===== src/design/ubd_pkg.sv =====
`timescale 1ns / 1ps

package ubd_pkg;

    localparam int CODE_W = 21;
    localparam logic [CODE_W-1:0] REPL_CODE_RESET = 21'h00FFFD;

    // One decoded result beat.
    typedef struct packed {
        logic [CODE_W-1:0] code;
        logic              repl;
        logic              run_last;
        logic              string_last;
    } ubd_result_t;

    // Everything one byte yields: zero, one or two results.
    typedef struct packed {
        logic [1:0]  cnt;
        ubd_result_t r0;
        ubd_result_t r1;
    } ubd_pair_t;

endpackage


===== src/design/ubd_decode.sv =====
`timescale 1ns / 1ps

module ubd_decode (
    input  logic [7:0]                 byte_in,
    input  logic                       eos,
    input  logic [1:0]                 pend,
    input  logic [ubd_pkg::CODE_W-1:0] partial,
    input  logic [ubd_pkg::CODE_W-1:0] repl_code,
    output ubd_pkg::ubd_pair_t         pair,
    output logic [1:0]                 pend_next,
    output logic [ubd_pkg::CODE_W-1:0] partial_next
);
    import ubd_pkg::*;

    ubd_result_t                main0;
    ubd_result_t                main1;
    logic [1:0]                 n_main;
    logic [1:0]                 pend_after;
    logic [CODE_W-1:0]          partial_after;
    logic [CODE_W-1:0]          shifted;
    logic [1:0]                 n_all;

    assign shifted = {partial[CODE_W-7:0], byte_in[5:0]};

    // Byte class and the results it produces on its own.
    always_comb
    begin
        main0         = '0;
        main1         = '0;
        n_main        = 2'd0;
        pend_after    = pend;
        partial_after = partial;
        case (byte_in) inside
            [8'h00:8'h7F]:
            begin
                pend_after = 2'd0;
                if (pend != 2'd0)
                begin
                    main0.code = repl_code;
                    main0.repl = 1'b1;
                    main1.code = {13'd0, byte_in};
                    n_main     = 2'd2;
                end
                else
                begin
                    main0.code = {13'd0, byte_in};
                    n_main     = 2'd1;
                end
            end
            [8'h80:8'hBF]:
            begin
                if (pend != 2'd0)
                begin
                    partial_after = shifted;
                    pend_after    = pend - 2'd1;
                    if (pend == 2'd1)
                    begin
                        main0.code = shifted;
                        n_main     = 2'd1;
                    end
                end
                else
                begin
                    main0.code = repl_code;
                    main0.repl = 1'b1;
                    n_main     = 2'd1;
                end
            end
            [8'hC0:8'hDF]:
            begin
                pend_after    = 2'd1;
                partial_after = {16'd0, byte_in[4:0]};
            end
            [8'hE0:8'hEF]:
            begin
                pend_after    = 2'd2;
                partial_after = {17'd0, byte_in[3:0]};
            end
            [8'hF0:8'hF7]:
            begin
                pend_after    = 2'd3;
                partial_after = {18'd0, byte_in[2:0]};
            end
            default:
            begin
                main0.code = repl_code;
                main0.repl = 1'b1;
                n_main     = 2'd1;
                pend_after = 2'd0;
            end
        endcase
    end

    // Truncation at end of string, then the last-beat flags.
    always_comb
    begin
        pair.r0 = main0;
        pair.r1 = main1;
        n_all   = n_main;
        if (eos && pend_after != 2'd0)
        begin
            if (n_main == 2'd0)
            begin
                pair.r0.code = repl_code;
                pair.r0.repl = 1'b1;
            end
            else
            begin
                pair.r1.code = repl_code;
                pair.r1.repl = 1'b1;
            end
            n_all = n_main + 2'd1;
        end
        if (n_all == 2'd1)
        begin
            pair.r0.run_last    = 1'b1;
            pair.r0.string_last = eos;
        end
        else if (n_all == 2'd2)
        begin
            pair.r1.run_last    = 1'b1;
            pair.r1.string_last = eos;
        end
        pair.cnt     = n_all;
        pend_next    = eos ? 2'd0 : pend_after;
        partial_next = eos ? '0 : partial_after;
    end

endmodule


===== src/design/ubd_out_buf.sv =====
`timescale 1ns / 1ps

module ubd_out_buf (
    input  logic                clk,
    input  logic                rst_n,
    input  logic                load,
    input  ubd_pkg::ubd_pair_t  pair,
    output logic                can_load,
    output logic                out_valid,
    input  logic                out_stall,
    output ubd_pkg::ubd_result_t head
);
    import ubd_pkg::*;

    ubd_result_t slot0_reg, slot0_next;
    ubd_result_t slot1_reg, slot1_next;
    logic [1:0]  cnt_reg, cnt_next;
    logic        pop;

    assign out_valid = (cnt_reg != 2'd0);
    assign pop       = out_valid && !out_stall;
    assign can_load  = (cnt_reg == 2'd0) || (cnt_reg == 2'd1 && !out_stall);
    assign head      = slot0_reg;

    always_comb
    begin
        slot0_next = slot0_reg;
        slot1_next = slot1_reg;
        cnt_next   = cnt_reg;
        if (pop)
        begin
            slot0_next = slot1_reg;
            cnt_next   = cnt_reg - 2'd1;
        end
        if (load)
        begin
            slot0_next = pair.r0;
            slot1_next = pair.r1;
            cnt_next   = pair.cnt;
        end
    end

    always_ff @(posedge clk or negedge rst_n)
    begin
        if (!rst_n)
        begin
            cnt_reg <= 2'd0;
        end
        else
        begin
            cnt_reg <= cnt_next;
        end
    end

    always_ff @(posedge clk)
    begin
        slot0_reg <= slot0_next;
        slot1_reg <= slot1_next;
    end

endmodule


===== src/design/utf8_byte_decoder_top.sv =====
`timescale 1ns / 1ps

// Channel  Dir  Handshake            Beat payload
// -------  ---  -------------------  -------------------------------------------------
// in       in   in_valid / in_stall  byte_in, end_of_string
// out      out  out_valid/out_stall  code_point, is_replacement, run_last, string_last
// cfg      in   cfg_wr_en            cfg_wr_data (replacement code, 21 bits)
//
// A byte lands in the input register, is decoded combinationally against the
// pending count and partial code, and its results go to a two-slot result
// buffer. One byte per cycle while the output does not stall; a byte that
// yields two results holds the buffer for two output beats and holds off the
// next byte. Results pass the input register, then the result buffer. Reset
// clears the decode state and both valid flags; the replacement code resets to
// 0xFFFD. Output stall backs up into in_stall once the input register is full.

module utf8_byte_decoder_top (
    input  logic                       clk,
    input  logic                       rst_n,
    input  logic                       cfg_wr_en,
    input  logic [ubd_pkg::CODE_W-1:0] cfg_wr_data,
    input  logic                       in_valid,
    output logic                       in_stall,
    input  logic [7:0]                 byte_in,
    input  logic                       end_of_string,
    output logic                       out_valid,
    input  logic                       out_stall,
    output logic [ubd_pkg::CODE_W-1:0] code_point,
    output logic                       is_replacement,
    output logic                       run_last,
    output logic                       string_last
);
    import ubd_pkg::*;

    logic [CODE_W-1:0] repl_code_reg;

    // Input register
    logic              in_full_reg, in_full_next;
    logic [7:0]        byte_reg, byte_next;
    logic              eos_reg, eos_next;

    // Decode state
    logic [1:0]        pend_reg, pend_next;
    logic [CODE_W-1:0] partial_reg, partial_next;
    logic [1:0]        dec_pend;
    logic [CODE_W-1:0] dec_partial;

    ubd_pair_t         pair;
    ubd_result_t       head;
    logic              can_load;
    logic              advance;
    logic              in_take;

    // Byte leaves the input register once the buffer can take its results.
    assign advance  = in_full_reg && can_load;
    assign in_stall = in_full_reg && !can_load;
    assign in_take  = in_valid && !in_stall;

    always_comb
    begin
        in_full_next = in_full_reg;
        byte_next    = byte_reg;
        eos_next     = eos_reg;
        pend_next    = pend_reg;
        partial_next = partial_reg;
        if (advance)
        begin
            in_full_next = 1'b0;
            pend_next    = dec_pend;
            partial_next = dec_partial;
        end
        if (in_take)
        begin
            in_full_next = 1'b1;
            byte_next    = byte_in;
            eos_next     = end_of_string;
        end
    end

    always_ff @(posedge clk or negedge rst_n)
    begin
        if (!rst_n)
        begin
            repl_code_reg <= REPL_CODE_RESET;
            in_full_reg   <= 1'b0;
            pend_reg      <= 2'd0;
            partial_reg   <= '0;
        end
        else
        begin
            if (cfg_wr_en)
            begin
                repl_code_reg <= cfg_wr_data;
            end
            in_full_reg <= in_full_next;
            pend_reg    <= pend_next;
            partial_reg <= partial_next;
        end
    end

    always_ff @(posedge clk)
    begin
        byte_reg <= byte_next;
        eos_reg  <= eos_next;
    end

    ubd_decode u_decode (
        .byte_in      (byte_reg),
        .eos          (eos_reg),
        .pend         (pend_reg),
        .partial      (partial_reg),
        .repl_code    (repl_code_reg),
        .pair         (pair),
        .pend_next    (dec_pend),
        .partial_next (dec_partial)
    );

    // Zero-result bytes (lead bytes and unfinished continuation bytes mid-string) advance without a load.
    ubd_out_buf u_out_buf (
        .clk       (clk),
        .rst_n     (rst_n),
        .load      (advance && pair.cnt != 2'd0),
        .pair      (pair),
        .can_load  (can_load),
        .out_valid (out_valid),
        .out_stall (out_stall),
        .head      (head)
    );

    assign code_point     = head.code;
    assign is_replacement = head.repl;
    assign run_last       = head.run_last;
    assign string_last    = head.string_last;

endmodule


===== config.mk =====
export PLATFORM = sky130hd
export DESIGN_NAME = utf8_byte_decoder_top
export DESIGN_NICKNAME = d
export VERILOG_FILES = /design/src/design/ubd_pkg.sv /design/src/design/ubd_decode.sv /design/src/design/ubd_out_buf.sv /design/src/design/utf8_byte_decoder_top.sv
export SDC_FILE = /design/constraint.sdc
export NUM_CORES = 1
export LEC_CHECK = 0
export BUFFER_PORTS_ARGS = -buffer_cell sky130_fd_sc_hd__buf_2
export CORE_MARGIN = 2
export CORE_UTILIZATION = 45
export CTS_BUF_LIST = sky130_fd_sc_hd__clkbuf_8
export DETAILED_ROUTE_END_ITERATION = 8
export SLEW_MARGIN = 30
export SYNTH_ARGS = -nofsm -noshare
export SYNTH_HDL_FRONTEND = slang
export SYNTH_SLANG_ARGS = --single-unit

===== constraint.sdc =====
create_clock -name clk -period 3.8 [get_ports clk]
set_input_delay 0.57 -clock clk [delete_from_list [all_inputs] [get_ports clk]]
set_output_delay 0.57 -clock clk [all_outputs]
set_load 0.1 [all_outputs]

==> results.md <==
* First-pass DRT Iterations at 4
* Initial Utilization at 45.9%
* Hold Fails Final Rpt at 0
* Clock buffer count from CTS at 9
* Mapped Nets at 409
* Row cnt at 36
* Synth async-reset ratio at 41.8%
* Root Driver: clkbuf_8
* Clk sinks at 98
* Die width at 103 µm
* CP max-delay cell: ha_1
* Vias at 3141
* Initial antenna violation count at 0
* Max Fclk at approximately 0.33 GHz
* Dpl hpwl at 6610 µm
* Count of pins over their slew limit at 0
* Fin Clk Skew at 0.0128 ns
* Skew-Pair Late Insertion Delay at 0.37 ns
* Vias in the first global route at 3030
* Hold Buf Count CTS at 0
* Routed wire length at 10000 µm
* Vias/cell at between 5 and 6
* Grt ovf at 0
* # Post-CTS Setup Buffers at 0
* CTS tree: done
* Synthesized instance count at around 370
* CTS Buffer Depth at 2
* Warnings, synthesis at 0
* Commonest non-fill, non-tap cell in the layout: buf_2
* Fill count at 887
* Multi-input gate area at 1460 µm²
* Register Area at 2760 µm²
* Setup_tns at 0 ns
* Die area at 10600 µm²
* Netlist Area Pre-Place at 4430 µm²
* Main synth FF type: edfxtp_1
* CP Class: reg -> reg
* WL per Instance at 17.9 µm
* Max Cap Viol at 0
* Flops & latches, synth at 98
* Worst path bufs/invs at 0
* Required @ worst endpoint at 4.00 ns
* Least-Margin Pin Slew at 0.863 ns
* First-pass GRT wire length at 15700 µm
* Die height at 103 µm
* DR iter-0 viols at around 150
* Status: finished clean
* CP max FO at 17
* Crit path arrival time at 3.22 ns
* # DRC at 0
* CP startpoint kind: register
* Port buffer count at 60
* Reg clk slew, reported paths at 0.09 ns
* H-tree depth at 3
* Remaining antenna violation count at 0
* Count of different cell masters after synthesis at 52
* Sequential area share after synthesis at between 60% and 70%
* Worst slew margin at 42.2%
* Syn Area/Cell at 11.9 µm²
* Min Tclk post-route at 3.02 ns
* RSZ-0062 raised after global routing: false
* Crit end category: register
* Final GP Congestion at 0.801
* Setup violators final at 0
* Delay-heaviest family, CP: compound AO/OA/AOI/OAI gates
* Resize count post-CTS at 0
* Number of diodes at 0
* Tcrit/Tclk final at between 70% and 80%
* Number of synthesized flops with an enable pin at 57
* Layout area overhead at 14.1%
* Core footprint at 9640 µm²
* All-layer global routing usage at 19.8%
* IO Count at 61
* Largest net degree at the start of global routing at 42
* Crit-path most repeated cell: nand2_1
* # nets final at 460
* Commonest cells after routing, fill and taps aside: buf_2 (59), edfxtp_1 (57), nand2_1 (42), o21ai_0 (34)
* Delay of the slowest critical-path stage at 0.61 ns
* Hold crit path type: in -> async
* Cell Chain, Critical Path: nand4_1 > nand3_1 > nand2_1 > ha_1 > o211ai_1 > a31oi_2 > nand2_1 > a31oi_1
* Layout cell share with drive strength beyond 1 at 27.6%
## logic make-up (layout without fill, tap and decap cells)
logic type,Yosys count,after routing,synth area share (%)
compound gates,119,119,18.8
flops,98,98,62.3
simple gates,87,87,10.2
buf+inv,54,110,5.40
mux,9,9,2.29
fa+ha+maj,3,3,0.848
xor+xnor,1,1,0.198
## worst paths after layout
path	cells after the start	slack (ns)	start	to
setup / recovery	8	0.78	byte_reg[6]	u_out_buf.head[6]
hold / removal	1	0.19	rst_n	in_full_reg
setup reg to reg	8	0.78	byte_reg[6]	u_out_buf.head[6]
hold reg to reg	1	0.51	partial_reg[12]	partial_reg[12]
max in group asynchronous	1	3.22	rst_n	repl_code_reg[0]
min in group clk	1	0.37	end_of_string	eos_reg
## metrics by stage
| stage | worst slack, ns | instance area, µm² | util, % | hold WS [ns] | std cells |
|---|---|---|---|---|---|
| 2_1_floorplan | 0.962 | 4430 | - | 0.274 | 371 |
| 4_1_cts | 0.817 | 5030 | 52.1 | 0.218 | 560 |
| 3_3_place_gp | 0.940 | 4810 | 49.9 | 0.486 | 544 |
| 6_report | 0.778 | 5050 | 52.4 | 0.193 | 560 |
| 5_1_grt | 0.531 | 5050 | 52.4 | 0.224 | 560 |
| 3_5_place_dp | 0.839 | 4820 | 50.0 | 0.482 | 544 |
## cell type report
class | count | area share [%]
Tap cell | 133 | 3.30
Inverter | 27 | 2.01
Multi-Input combinational cell | 219 | 28.9
Sequential cell | 98 | 54.6
Clock buffer | 9 | 2.45
Timing Repair Buffer | 67 | 7.04
Clock inverter | 7 | 1.68
## synth_stat cells, types with 2 or more instances
master	count	area [µm²]
a21oi_1	8	40.0
a22o_1	17	149
a22oi_1	9	67.6
a2bb2oi_1	2	17.5
a31oi_1	14	87.6
buf_2	11	55.1
buf_6	3	33.8
clkbuf_1	13	48.8
dfrtp_1	26	651
dfstp_2	15	394
edfxtp_1	57	1710
ha_1	3	37.5
inv_1	25	93.8
mux2_2	9	101
nand2_1	42	158
nand2b_1	3	18.8
nand3_1	2	10.0
nand3b_1	2	15.0
nand4_1	2	12.5
nor2_1	7	26.3
nor2b_1	5	31.3
nor4_1	14	87.6
o21ai_0	35	175
o221ai_1	15	131
o22a_1	2	17.5
o22ai_1	3	18.8
or2_2	2	12.5
## metal layers
| metal | wire [µm] | track usage, % |
|---|---|---|
| met5 | 0 | 0 |
| met4 | 124 | 6.98 |
| met3 | 308 | 3.29 |
| met2 | 5000 | 32.5 |
| met1 | 4580 | 26.8 |
Power is left out: the tool's default activity adds up to more than one toggle a clock period on the data nets, which glitch-free logic cannot reach.
